[config.mk]
export PLATFORM = sky130hd
export DESIGN_NAME = monotone_table_interpolator_core
export DESIGN_NICKNAME = d
export VERILOG_FILES = /design/src/rtl/mti_pkg.sv /design/src/rtl/mti_muldiv.sv /design/src/rtl/monotone_table_interpolator_core.sv
export SDC_FILE = /design/constraint.sdc
export NUM_CORES = 2
export LEC_CHECK = 0
export BUFFER_PORTS_ARGS = -buffer_cell sky130_fd_sc_hd__buf_2
export CAP_MARGIN = 20
export CELL_PAD_IN_SITES_DETAIL_PLACEMENT = 1
export CELL_PAD_IN_SITES_GLOBAL_PLACEMENT = 2
export CORE_MARGIN = 1.5
export CORE_UTILIZATION = 45
export DETAILED_ROUTE_END_ITERATION = 8
export PLACE_DENSITY_LB_ADDON = 0.1
export SYNTH_ARGS = -nofsm -noshare
export SYNTH_HDL_FRONTEND = slang
export SYNTH_HIERARCHICAL = 1
export SYNTH_SLANG_ARGS = --single-unit
[constraint.sdc]
create_clock -name clk -period 25.9 [get_ports clk]
set_input_delay 0 -clock clk [delete_from_list [all_inputs] [get_ports clk]]
set_output_delay 0 -clock clk [all_outputs]
set_load 0.02 [all_outputs]
[src/rtl/mti_pkg.sv]
// mti_pkg: shared types, codes and helpers of the monotone table interpolator
// depends on nothing; used by mti_muldiv, the core, mti_checker and the testbench
`default_nettype none
package mti_pkg;

	localparam int TABLE_DEPTH = 16;
	localparam int FRAC_BITS   = 16;
	localparam int DATA_W      = 32;
	localparam int IDX_W       = $clog2(TABLE_DEPTH);
	localparam int CNT_W       = $clog2(TABLE_DEPTH + 1);
	localparam int ENT_W       = 5;
	localparam int CFG_DATA_W  = 5;
	localparam int DIFF_W      = DATA_W + 1;
	localparam int PROD_W      = 2 * DIFF_W;
	localparam int STEP_W      = $clog2(PROD_W);
	localparam int CAP_LOG     = 40;
	localparam int QUOT_W      = CAP_LOG + 1;
	localparam int SQ_W        = QUOT_W + 1;
	localparam int SUM_W       = SQ_W + 1;

	localparam logic [QUOT_W-1:0] QUOT_CAP = {1'b1, {(QUOT_W-1){1'b0}}};
	localparam logic signed [DIFF_W-1:0] ONE_Q = DIFF_W'(64'd1 << FRAC_BITS);

	localparam logic [2:0] FUNC_LOAD      = 3'd0;
	localparam logic [2:0] FUNC_FWD       = 3'd1;
	localparam logic [2:0] FUNC_REV       = 3'd2;
	localparam logic [2:0] FUNC_FWD_SLOPE = 3'd3;
	localparam logic [2:0] FUNC_REV_SLOPE = 3'd4;
	localparam logic [2:0] FUNC_CHECK     = 3'd5;

	localparam logic [1:0] STAT_OK       = 2'd0;
	localparam logic [1:0] STAT_NOT_MONO = 2'd1;
	localparam logic [1:0] STAT_NOT_REV  = 2'd2;
	localparam logic [1:0] STAT_PROP     = 2'd3;

	localparam logic [1:0] PROP_POS      = 2'd0;
	localparam logic [1:0] PROP_NONNEG   = 2'd1;
	localparam logic [1:0] PROP_STRICT   = 2'd2;
	localparam logic [1:0] PROP_SLOPE_UP = 2'd3;

	localparam logic CFG_ENTRIES = 1'b0;
	localparam logic CFG_MODE    = 1'b1;

	typedef struct packed {
		logic [2:0]               func;
		logic [3:0]               entry_index;
		logic signed [DATA_W-1:0] x_value;
		logic signed [DATA_W-1:0] y_value;
		logic signed [DATA_W-1:0] query_value;
		logic [1:0]               property_req;
	} in_item_t;

	typedef struct packed {
		logic signed [DATA_W-1:0] result_value;
		logic [1:0]               status;
	} out_item_t;

	function automatic logic [DIFF_W-1:0] mag(input logic signed [DIFF_W-1:0] v);
		mag = v[DIFF_W-1] ? DIFF_W'(-v) : DIFF_W'(v);
	endfunction

	function automatic logic signed [DATA_W-1:0] sat_word(input logic signed [SUM_W-1:0] v);
		logic signed [SUM_W-1:0] hi;
		logic signed [SUM_W-1:0] lo;
		hi = {{(SUM_W-DATA_W){1'b0}}, 1'b0, {(DATA_W-1){1'b1}}};
		lo = {{(SUM_W-DATA_W){1'b1}}, 1'b1, {(DATA_W-1){1'b0}}};
		if (v > hi)
			sat_word = hi[DATA_W-1:0];
		else if (v < lo)
			sat_word = lo[DATA_W-1:0];
		else
			sat_word = v[DATA_W-1:0];
	endfunction

	function automatic logic signed [DIFF_W-1:0] sdiff(input logic signed [DATA_W-1:0] a,
		input logic signed [DATA_W-1:0] b);
		sdiff = $signed({a[DATA_W-1], a}) - $signed({b[DATA_W-1], b});
	endfunction

endpackage
`default_nettype wire

[src/rtl/mti_muldiv.sv]
// mti_muldiv: serial multiply then restoring divide, a*b/d rounded, capped
// depends on mti_pkg
`default_nettype none
module mti_muldiv (
	input  wire logic                                clk,
	input  wire logic                                arst_n,
	input  wire logic                                start,
	input  wire logic signed [mti_pkg::DIFF_W-1:0]  a,
	input  wire logic signed [mti_pkg::DIFF_W-1:0]  b,
	input  wire logic signed [mti_pkg::DIFF_W-1:0]  d,
	output logic                                     busy,
	output logic                                     done,
	output logic signed [mti_pkg::SQ_W-1:0]         quot
);

	localparam logic [1:0] P_IDLE = 2'd0;
	localparam logic [1:0] P_MUL  = 2'd1;
	localparam logic [1:0] P_DIV  = 2'd2;
	localparam logic [1:0] P_RND  = 2'd3;

	logic [1:0]                        phase_q;
	logic [mti_pkg::PROD_W-1:0]        mcand_q;
	logic [mti_pkg::DIFF_W-1:0]        mplier_q;
	logic [mti_pkg::PROD_W-1:0]        acc_q;
	logic [mti_pkg::DIFF_W-1:0]        ud_q;
	logic [mti_pkg::DIFF_W-1:0]        r_q;
	logic [mti_pkg::QUOT_W-1:0]        quo_q;
	logic                              neg_q;
	logic [mti_pkg::STEP_W-1:0]        cnt_q;
	logic                              done_q;
	logic signed [mti_pkg::SQ_W-1:0]   quot_q;

	logic [mti_pkg::DIFF_W-1:0]        ua, ub, ud;
	logic                              neg;
	logic [mti_pkg::DIFF_W:0]          rs;
	logic                              ge;
	logic [mti_pkg::QUOT_W-1:0]        qn;
	logic [mti_pkg::QUOT_W-1:0]        qr;

	always_comb begin
		ua  = mti_pkg::mag(a);
		ub  = mti_pkg::mag(b);
		ud  = mti_pkg::mag(d);
		neg = (a[mti_pkg::DIFF_W-1] ^ b[mti_pkg::DIFF_W-1]) ^ d[mti_pkg::DIFF_W-1];
		rs  = {r_q, acc_q[mti_pkg::PROD_W-1]};
		ge  = rs >= {1'b0, ud_q};
		qn  = quo_q;
		if (quo_q < mti_pkg::QUOT_CAP)
			qn = {quo_q[mti_pkg::QUOT_W-2:0], ge};
		if (qn > mti_pkg::QUOT_CAP)
			qn = mti_pkg::QUOT_CAP;
		qr = quo_q;
		if (quo_q < mti_pkg::QUOT_CAP && {r_q, 1'b0} >= {1'b0, ud_q})
			qr = quo_q + 1'b1;
	end

	always_ff @(posedge clk or negedge arst_n) begin
		if (!arst_n) begin
			phase_q <= P_IDLE;
			done_q  <= 1'b0;
		end else begin
			done_q <= 1'b0;
			unique case (phase_q)
				P_IDLE: begin
					if (start) begin
						if (ua == '0 || ub == '0) begin
							quot_q <= '0;
							done_q <= 1'b1;
						end else if (ud == '0) begin
							quot_q <= neg ? -$signed({1'b0, mti_pkg::QUOT_CAP})
								: $signed({1'b0, mti_pkg::QUOT_CAP});
							done_q <= 1'b1;
						end else begin
							phase_q  <= P_MUL;
							mcand_q  <= mti_pkg::PROD_W'(ua);
							mplier_q <= ub;
							acc_q    <= '0;
							ud_q     <= ud;
							neg_q    <= neg;
							cnt_q    <= '0;
							r_q      <= '0;
							quo_q    <= '0;
						end
					end
				end
				P_MUL: begin
					if (mplier_q[0])
						acc_q <= acc_q + mcand_q;
					mcand_q  <= mcand_q << 1;
					mplier_q <= mplier_q >> 1;
					cnt_q    <= cnt_q + 1'b1;
					if (cnt_q == mti_pkg::STEP_W'(mti_pkg::DIFF_W - 1)) begin
						cnt_q   <= '0;
						phase_q <= P_DIV;
					end
				end
				P_DIV: begin
					acc_q <= acc_q << 1;
					r_q   <= ge ? mti_pkg::DIFF_W'(rs - {1'b0, ud_q})
						: rs[mti_pkg::DIFF_W-1:0];
					quo_q <= qn;
					cnt_q <= cnt_q + 1'b1;
					if (cnt_q == mti_pkg::STEP_W'(mti_pkg::PROD_W - 1))
						phase_q <= P_RND;
				end
				P_RND: begin
					quot_q  <= neg_q ? -$signed({1'b0, qr}) : $signed({1'b0, qr});
					done_q  <= 1'b1;
					phase_q <= P_IDLE;
				end
				default: phase_q <= P_IDLE;
			endcase
		end
	end

	assign busy = phase_q != P_IDLE;
	assign done = done_q;
	assign quot = quot_q;

endmodule
`default_nettype wire

[src/rtl/monotone_table_interpolator_core.sv]
// monotone_table_interpolator_core: breakpoint table, search sequencer, output register
// in linear mode a query runs a binary search, then the shared multiply/divide
// unit; slope check repeats that unit once per segment
// one item at a time; in_ready only while the sequencer is idle
// reset: flags set, entries_in_use 2, linear mode; table contents undefined
// depends on mti_pkg and mti_muldiv
`default_nettype none
module monotone_table_interpolator_core (
	input  wire logic                clk,
	input  wire logic                arst_n,
	input  wire logic                in_valid,
	output logic                     in_ready,
	input  wire mti_pkg::in_item_t   in_item,
	output logic                     out_valid,
	input  wire logic                out_ready,
	output mti_pkg::out_item_t       out_item,
	input  wire logic                cfg_valid,
	output logic                     cfg_ready,
	input  wire logic                cfg_index,
	input  wire logic [mti_pkg::CFG_DATA_W-1:0] cfg_data
);

	localparam logic [3:0] ST_IDLE = 4'd0;
	localparam logic [3:0] ST_LD   = 4'd1;
	localparam logic [3:0] ST_SR   = 4'd2;
	localparam logic [3:0] ST_SRC  = 4'd3;
	localparam logic [3:0] ST_NXT  = 4'd4;
	localparam logic [3:0] ST_GL   = 4'd5;
	localparam logic [3:0] ST_GU   = 4'd6;
	localparam logic [3:0] ST_DIV  = 4'd7;
	localparam logic [3:0] ST_CKI  = 4'd8;
	localparam logic [3:0] ST_CKT  = 4'd9;
	localparam logic [3:0] ST_DONE = 4'd10;

	localparam int DW = mti_pkg::DATA_W;
	localparam int IW = mti_pkg::IDX_W;

	logic [3:0]                  state_q;
	mti_pkg::in_item_t           item_q;
	logic [mti_pkg::ENT_W-1:0]   ent_q;
	logic                        mode_q;
	logic                        mono_q, strict_q;
	logic                        rev_q, slope_q, chk_q, first_q;
	logic [IW-1:0]               jl_q, ju_q, jm_q, ci_q;
	logic signed [DW-1:0]        lo_k_q, lo_o_q, s_q, res_q;
	logic [1:0]                  stat_q;
	logic                        out_valid_q;
	mti_pkg::out_item_t          out_q;

	logic signed [DW-1:0]        x_mem [mti_pkg::TABLE_DEPTH];
	logic signed [DW-1:0]        y_mem [mti_pkg::TABLE_DEPTH];
	logic signed [DW-1:0]        rd_x_q, rd_y_q;
	logic                        we;
	logic [IW-1:0]               raddr_c;

	logic [mti_pkg::CNT_W-1:0]   n_c;
	logic [IW-1:0]               last_c;
	logic [IW:0]                 span_c, mid_c;
	logic signed [DW-1:0]        key_c, oval_c, val_c;
	logic                        ld_mono_c;
	logic                        div_start, div_busy, div_done;
	logic signed [mti_pkg::DIFF_W-1:0] div_a, div_b, div_d;
	logic signed [mti_pkg::SQ_W-1:0]   div_q;
	logic                        out_free;

	assign in_ready  = state_q == ST_IDLE;
	assign cfg_ready = 1'b1;
	assign out_valid = out_valid_q;
	assign out_item  = out_q;
	assign out_free  = !out_valid_q || out_ready;
	assign we = in_valid && in_ready && in_item.func == mti_pkg::FUNC_LOAD
		&& 32'(in_item.entry_index) < mti_pkg::TABLE_DEPTH;

	always_comb begin
		if (ent_q < mti_pkg::ENT_W'(2))
			n_c = mti_pkg::CNT_W'(2);
		else if (32'(ent_q) > mti_pkg::TABLE_DEPTH)
			n_c = mti_pkg::CNT_W'(mti_pkg::TABLE_DEPTH);
		else
			n_c = mti_pkg::CNT_W'(ent_q);
		last_c = IW'(n_c - 1'b1);
		span_c = {1'b0, ju_q} - {1'b0, jl_q};
		mid_c  = ({1'b0, ju_q} + {1'b0, jl_q}) >> 1;
		key_c  = rev_q ? rd_y_q : rd_x_q;
		oval_c = rev_q ? rd_x_q : rd_y_q;
		ld_mono_c = mono_q && !(item_q.x_value <= rd_x_q || item_q.y_value < rd_y_q);
		val_c  = (chk_q || slope_q) ? mti_pkg::sat_word(mti_pkg::SUM_W'(div_q))
			: mti_pkg::sat_word(mti_pkg::SUM_W'(lo_o_q) + mti_pkg::SUM_W'(div_q));
		div_a  = mti_pkg::sdiff(oval_c, lo_o_q);
		div_b  = (slope_q || chk_q) ? mti_pkg::ONE_Q
			: mti_pkg::sdiff(item_q.query_value, lo_k_q);
		div_d  = mti_pkg::sdiff(key_c, lo_k_q);
		div_start = state_q == ST_GU && (chk_q || mode_q);
		raddr_c = jl_q;
		unique case (state_q)
			ST_IDLE: raddr_c = IW'(in_item.entry_index - 1'b1);
			ST_SR:   raddr_c = span_c > 1 ? IW'(mid_c) : jl_q;
			ST_GL:   raddr_c = ju_q;
			ST_CKI:  raddr_c = ci_q;
			default: raddr_c = jl_q;
		endcase
	end

	always_ff @(posedge clk) begin
		if (we) begin
			x_mem[IW'(in_item.entry_index)] <= in_item.x_value;
			y_mem[IW'(in_item.entry_index)] <= in_item.y_value;
		end
		rd_x_q <= x_mem[raddr_c];
		rd_y_q <= y_mem[raddr_c];
	end

	always_ff @(posedge clk or negedge arst_n) begin
		if (!arst_n) begin
			ent_q <= mti_pkg::ENT_W'(2);
			mode_q <= 1'b1;
		end else if (cfg_valid) begin
			unique case (cfg_index)
				mti_pkg::CFG_ENTRIES: ent_q <= mti_pkg::ENT_W'(cfg_data);
				mti_pkg::CFG_MODE:    mode_q <= cfg_data[0];
				default: ;
			endcase
		end
	end

	always_ff @(posedge clk or negedge arst_n) begin
		if (!arst_n) begin
			state_q     <= ST_IDLE;
			mono_q      <= 1'b1;
			strict_q    <= 1'b1;
			out_valid_q <= 1'b0;
		end else begin
			if (out_valid_q && out_ready && !(state_q == ST_DONE && out_free))
				out_valid_q <= 1'b0;
			unique case (state_q)
				ST_IDLE: begin
					if (in_valid) begin
						item_q  <= in_item;
						res_q   <= '0;
						stat_q  <= mti_pkg::STAT_OK;
						rev_q   <= in_item.func == mti_pkg::FUNC_REV
							|| in_item.func == mti_pkg::FUNC_REV_SLOPE;
						slope_q <= in_item.func == mti_pkg::FUNC_FWD_SLOPE
							|| in_item.func == mti_pkg::FUNC_REV_SLOPE;
						chk_q   <= 1'b0;
						first_q <= 1'b1;
						jl_q    <= '0;
						ju_q    <= last_c;
						ci_q    <= IW'(1);
						state_q <= ST_DONE;
						case (in_item.func)
							mti_pkg::FUNC_LOAD: begin
								if (!we)
									stat_q <= mono_q ? mti_pkg::STAT_OK
										: mti_pkg::STAT_NOT_MONO;
								else if (in_item.entry_index == '0) begin
									mono_q   <= 1'b1;
									strict_q <= 1'b1;
								end else
									state_q <= ST_LD;
							end
							mti_pkg::FUNC_FWD, mti_pkg::FUNC_REV,
							mti_pkg::FUNC_FWD_SLOPE, mti_pkg::FUNC_REV_SLOPE: begin
								if (!mono_q)
									stat_q <= mti_pkg::STAT_NOT_MONO;
								else if ((in_item.func == mti_pkg::FUNC_REV
									|| in_item.func == mti_pkg::FUNC_REV_SLOPE) && !strict_q)
									stat_q <= mti_pkg::STAT_NOT_REV;
								else if (!((in_item.func == mti_pkg::FUNC_FWD_SLOPE
									|| in_item.func == mti_pkg::FUNC_REV_SLOPE) && !mode_q))
									state_q <= ST_SR;
							end
							mti_pkg::FUNC_CHECK: begin
								if (!mono_q)
									stat_q <= mti_pkg::STAT_NOT_MONO;
								else begin
									case (in_item.property_req)
										mti_pkg::PROP_STRICT:
											stat_q <= strict_q ? mti_pkg::STAT_OK
												: mti_pkg::STAT_PROP;
										mti_pkg::PROP_SLOPE_UP: begin
											rev_q   <= 1'b0;
											chk_q   <= 1'b1;
											ju_q    <= IW'(1);
											state_q <= ST_NXT;
										end
										default: state_q <= ST_CKI;
									endcase
								end
							end
							default: ;
						endcase
					end
				end
				ST_LD: begin
					mono_q <= ld_mono_c;
					if (item_q.y_value == rd_y_q)
						strict_q <= 1'b0;
					stat_q  <= ld_mono_c ? mti_pkg::STAT_OK : mti_pkg::STAT_NOT_MONO;
					state_q <= ST_DONE;
				end
				ST_SR: begin
					jm_q    <= IW'(mid_c);
					state_q <= span_c > 1 ? ST_SRC : ST_GL;
				end
				ST_SRC: begin
					if (item_q.query_value >= key_c)
						jl_q <= jm_q;
					else
						ju_q <= jm_q;
					state_q <= ST_SR;
				end
				ST_NXT: state_q <= ST_GL;
				ST_GL: begin
					lo_k_q  <= key_c;
					lo_o_q  <= oval_c;
					state_q <= ST_GU;
				end
				ST_GU: begin
					if (!chk_q && !mode_q) begin
						res_q   <= item_q.query_value < key_c ? lo_o_q : oval_c;
						state_q <= ST_DONE;
					end else
						state_q <= ST_DIV;
				end
				ST_DIV: begin
					if (div_done) begin
						if (!chk_q) begin
							res_q   <= val_c;
							state_q <= ST_DONE;
						end else if (!first_q && val_c < s_q) begin
							stat_q  <= mti_pkg::STAT_PROP;
							state_q <= ST_DONE;
						end else begin
							s_q     <= val_c;
							first_q <= 1'b0;
							if (ju_q == last_c)
								state_q <= ST_DONE;
							else begin
								jl_q    <= ju_q;
								ju_q    <= ju_q + 1'b1;
								state_q <= ST_NXT;
							end
						end
					end
				end
				ST_CKI: state_q <= ST_CKT;
				ST_CKT: begin
					if (item_q.property_req == mti_pkg::PROP_POS ? rd_y_q <= 0 : rd_y_q < 0) begin
						stat_q  <= mti_pkg::STAT_PROP;
						state_q <= ST_DONE;
					end else if (ci_q == last_c)
						state_q <= ST_DONE;
					else begin
						ci_q    <= ci_q + 1'b1;
						state_q <= ST_CKI;
					end
				end
				ST_DONE: begin
					if (out_free) begin
						out_q.result_value <= res_q;
						out_q.status       <= stat_q;
						out_valid_q        <= 1'b1;
						state_q            <= ST_IDLE;
					end
				end
				default: state_q <= ST_IDLE;
			endcase
		end
	end

	mti_muldiv u_muldiv (
		.clk    (clk),
		.arst_n (arst_n),
		.start  (div_start),
		.a      (div_a),
		.b      (div_b),
		.d      (div_d),
		.busy   (div_busy),
		.done   (div_done),
		.quot   (div_q)
	);

	a_search_order: assert property (@(posedge clk) disable iff (!arst_n)
		state_q == ST_SR |-> ju_q > jl_q) else $error("search bounds crossed");
	a_div_owner: assert property (@(posedge clk) disable iff (!arst_n)
		div_busy |-> state_q == ST_DIV) else $error("divider busy outside divide step");
	a_out_source: assert property (@(posedge clk) disable iff (!arst_n)
		$rose(out_valid_q) |-> $past(state_q) == ST_DONE) else $error("item from wrong state");
	a_skip_zero: assert property (@(posedge clk) disable iff (!arst_n)
		state_q == ST_CKT |-> ci_q != '0) else $error("sign test reached entry zero");

endmodule
`default_nettype wire

==> results.json <==
{
  "status": "completed",
  "r2r-end": "u_muldiv/mplier_q[5]",
  "layout-drive-gt1-share_pct": 8.16,
  "cts_tree": "done",
  "vias": 64359,
  "netlist_instances": 7934,
  "fill_cells": 20658,
  "power_frac_seq_pct": 28.9,
  "grt_pass1_wl_mm": 425,
  "timing.rr.start": "rev_q",
  "place_area_um2": 92400,
  "die_h_um": 448,
  "hpwl_mm": 192,
  "routed_wl_mm": 285,
  "vias_per_cell": 5.91,
  "grt_overflow_total": 0,
  "clockPowerShare_pct": 21.0,
  "relSlewSlack_pct": 26.3,
  "max-vdd-ir-drop_uv": 167,
  "endpoint_kind": "flop",
  "hp-class": "primary input to flop",
  "ant_nets": 0,
  "grtUsageTotal_pct": 28.1,
  "max_cap_viol_count": 0,
  "syn_area_per_cell_um2": 11.2,
  "p_int_w": 0.00709,
  "critical_path_class": "flop to flop",
  "swShare_pct": 44.7,
  "reg2regPathDepth": 25,
  "fin_area_um2": 100000,
  "synth_compound_area_share_pct": 16.1,
  "synth-main-ff-cell": "edfxtp_1",
  "antenna_found_initial": 20,
  "fp.coreArea_um2": 197000,
  "r2r_slack_ns": 16.30,
  "tightestPinTransition_ns": 1.10,
  "synth_mux_area_share_pct": 1.02,
  "synth_seq_cells": 1708,
  "crit_fanout": 86,
  "synth_nets": 8450,
  "areaGrowthSynthToFinish_pct": 12.7,
  "synthArstFlopShare_pct": 0.937,
  "hold_viol_final": 0,
  "synth_top_family_by_area": "compound AO/OA/AOI/OAI gates",
  "synth_edf_count": 1628,
  "crit_end": "u_muldiv/mplier_q[5]",
  "critPathArrivalTime_ns": 10.05,
  "p_comb_share_pct": 50.1,
  "critPathLaunch": "rev_q",
  "cts_max_level": 4,
  "synth_fa_ha_area_share_pct": 5.69,
  "cts_buffers": 187,
  "finalCritPeriodShare_pct": 37.1,
  "cts_sinks": 1708,
  "cts_resized": 0,
  "fmax_mhz": 104,
  "p_per_area_nw_per_um2": 128,
  "die_x_um": 448,
  "multi_input_comb_area_um2": 35700,
  "start_kind": "flop",
  "critPathRequiredTime_ns": 26.35,
  "grt_pass1_vias": 65938,
  "synth_xor_xnor_area_share_pct": 3.74,
  "power_switching_w": 0.00574,
  "wire_per_inst_um": 26.1,
  "p_leak_nw": 35.8,
  "grt_max_degree": 155,
  "synth_cell_type_count": 110,
  "mostFrequentLayoutCells": "edfxtp_1, nand2_1, a21oi_1, ha_1, nor2_1",
  "fin_skew_ns": 0.0398,
  "post_cts_buffers": 0,
  "synthesis.area_um2": 89000,
  "drc": 0,
  "dr.first_iter.drc_count": 5137,
  "seqCellArea_um2": 50600,
  "start_util_pct": 45.2,
  "post-route-min-period_ns": 9.60,
  "clk_latency_ns": 0.85,
  "io_buffers": 151,
  "finalNetCount": 8600,
  "finalMaxSlewViolations": 0,
  "die-area_um2": 200000,
  "setup_viol": 0,
  "root_buffer": "clkbuf_16",
  "rows": 163,
  "clk_pin_slew_ns": 0.06,
  "clock_path_buffers": 3,
  "mostFrequentLayoutCell": "edfxtp_1",
  "fin_setup_tns_ns": 0,
  "finalWeightedCongestion": 0.934,
  "yosysSeqAreaShare_pct": 56.8,
  "cts_hold_buf": 166,
  "drtPass1Iterations": 5,
  "yosys.area_share.simple_pct": 13.2,
  "yosysWarnings": 6,
  "rsz0062_at_grt": "false",
  "io_pins": 153,
  "holdCritStartpoint": "cfg_index"
}
-- cells in the mapped netlist (11+ instances only) --
| master | instances | share of area (%) |
|---|---|---|
| edfxtp_1 | 1628 | 55 |
| clkbuf_1 | 397 | 1.7 |
| a21oi_1 | 502 | 2.8 |
| buf_2 | 20 | 0.11 |
| inv_1 | 334 | 1.4 |
| a31oi_1 | 174 | 1.2 |
| a32oi_1 | 14 | 0.14 |
| o21bai_1 | 25 | 0.21 |
| o2bb2ai_1 | 32 | 0.31 |
| a41oi_1 | 11 | 0.11 |
| a2111oi_0 | 22 | 0.22 |
| a22oi_1 | 46 | 0.39 |
| nand4_1 | 97 | 0.68 |
| nor3_1 | 84 | 0.47 |
| and3_1 | 51 | 0.36 |
| ha_1 | 392 | 5.5 |
| nor3b_1 | 16 | 0.13 |
| dfxtp_1 | 64 | 1.4 |
| nand2b_1 | 63 | 0.44 |
| o21a_1 | 87 | 0.73 |
| xor2_1 | 164 | 1.6 |
| a21boi_0 | 15 | 0.13 |
| nand3_1 | 98 | 0.55 |
| a211oi_1 | 362 | 3.1 |
| mux2i_1 | 59 | 0.66 |
| a21o_1 | 147 | 1.2 |
| nand2_1 | 961 | 4.1 |
| o211ai_1 | 32 | 0.27 |
| o22ai_1 | 14 | 0.098 |
| o21ai_0 | 346 | 1.9 |
| o31ai_1 | 47 | 0.40 |
| a311oi_1 | 133 | 1.3 |
| nor4_1 | 50 | 0.35 |
| or4_1 | 24 | 0.20 |
| nor2b_1 | 102 | 0.72 |
| o41ai_1 | 21 | 0.21 |
| dfrtp_1 | 12 | 0.34 |
| or3_1 | 44 | 0.31 |
| and2_1 | 336 | 2.4 |
| or2_2 | 30 | 0.21 |
| xnor2_1 | 216 | 2.1 |
| and2_0 | 13 | 0.091 |
| buf_1 | 40 | 0.17 |
| nor2_1 | 381 | 1.6 |
| mux2_2 | 26 | 0.33 |
-- how the worst min path moves through the flow --
stage / slack (ns) / depth (start not counted) / to
2_1_floorplan: -0.30 / 0 / ent_q[0]
3_3_place_gp: 0.05 / 2 / u_muldiv/phase_q[1]
3_5_place_dp: 0.06 / 2 / u_muldiv/phase_q[1]
4_1_cts: 0.003 / 4 / out_valid
5_1_grt: 0.06 / 4 / mode_q
6_report: 0.07 / 4 / mode_q
-- per-layer routing --
| metal | wire (um) | GRT usage [%] |
|---|---|---|
| met5 | 123 | 0 |
| met4 | 9550 | 9.45 |
| met3 | 11200 | 3.27 |
| met2 | 137000 | 47.1 |
| met1 | 127000 | 37.9 |
-- worst max-delay path, stage by stage, from the launching register on --
cell	delay, ns
edfxtp_1	0.32
buf_4	0.36
buf_4	0.66
o21ai_0	0.34
ha_1	0.43
o21ai_0	0.14
a2111oi_0	0.43
o21ai_0	0.21
a2111oi_0	0.82
nor4b_1	0.18
o31ai_1	0.46
o21ai_0	0.13
nand2b_1	0.10
xor2_1	0.11
nor3_1	0.62
and2_1	0.22
nand4_1	0.23
o31ai_1	0.32
xor2_1	0.14
nand2_1	0.13
nor4_2	0.07
a41oi_1	0.34
nand2_2	0.15
or3_1	0.47
a21oi_4	0.85
buf_4	0.80
-- flip-flops by register name (all words and copies together), names as in the netlist, 5 cells and up --
name               cells
lo_o_q                32
u_muldiv/quot         42
x_mem                512
y_mem                512
u_muldiv/quo_q        41
s_q                   32
u_muldiv/ud_q         33
u_muldiv/mcand_q      66
ent_q                  5
out_item              34
rd_y_q                32
item_q                98
rd_x_q                32
u_muldiv/r_q          33
u_muldiv/mplier_q     33
lo_k_q                32
res_q                 32
u_muldiv/acc_q        66
u_muldiv/cnt_q         7
-- per-stage QoR --
| step | std cells | utilization (%) | hold WS, ns | power (W) | setup slack [ns] |
|---|---|---|---|---|---|
| floorplan | 7934 | - | -0.296 | 0.00800 | 14.32 |
| global placement | 10366 | 46.9 | 0.0462 | 0.00997 | 16.59 |
| detailed placement | 10367 | 46.9 | 0.0592 | 0.0101 | 16.41 |
| CTS | 10881 | 50.9 | 0.00314 | 0.0129 | 16.35 |
| global route | 10883 | 50.9 | 0.0631 | 0.0136 | 15.45 |
| finish | 10887 | 50.9 | 0.0734 | 0.0128 | 16.30 |
-- power by group through the flow --
stage               logic (W)  registers [W]  clock network, W
finish                0.00642        0.00371           0.00269
global route          0.00704        0.00374           0.00284
CTS                   0.00642        0.00371           0.00274
detailed placement    0.00635        0.00376                 0
global placement      0.00621        0.00376                 0
floorplan             0.00437        0.00363                 0
-- final cells by class --
type / count / area share, %
multi-input cells: 5429 / 35.6
inverters: 336 / 1.26
flip-flops and latches: 1708 / 50.4
clock buffers: 243 / 5.04
diodes: 4 / 0.00998
clock inverters: 105 / 1.13
repair buffers: 422 / 3.24
well taps: 2640 / 3.29
-- kinds of logic (layout without fill, tap and decap cells) --
family,count (synthesis),in the layout
muxes,87,87
adders and majority gates,400,400
buffers and inverters,797,1106
AOI/OAI and AO/OA,2153,2153
DFF,1708,1708
and+or+nand+nor,2408,2408
other,1,5
xor gates and xnor gates,380,380
(Power assumes the default switching activity.)
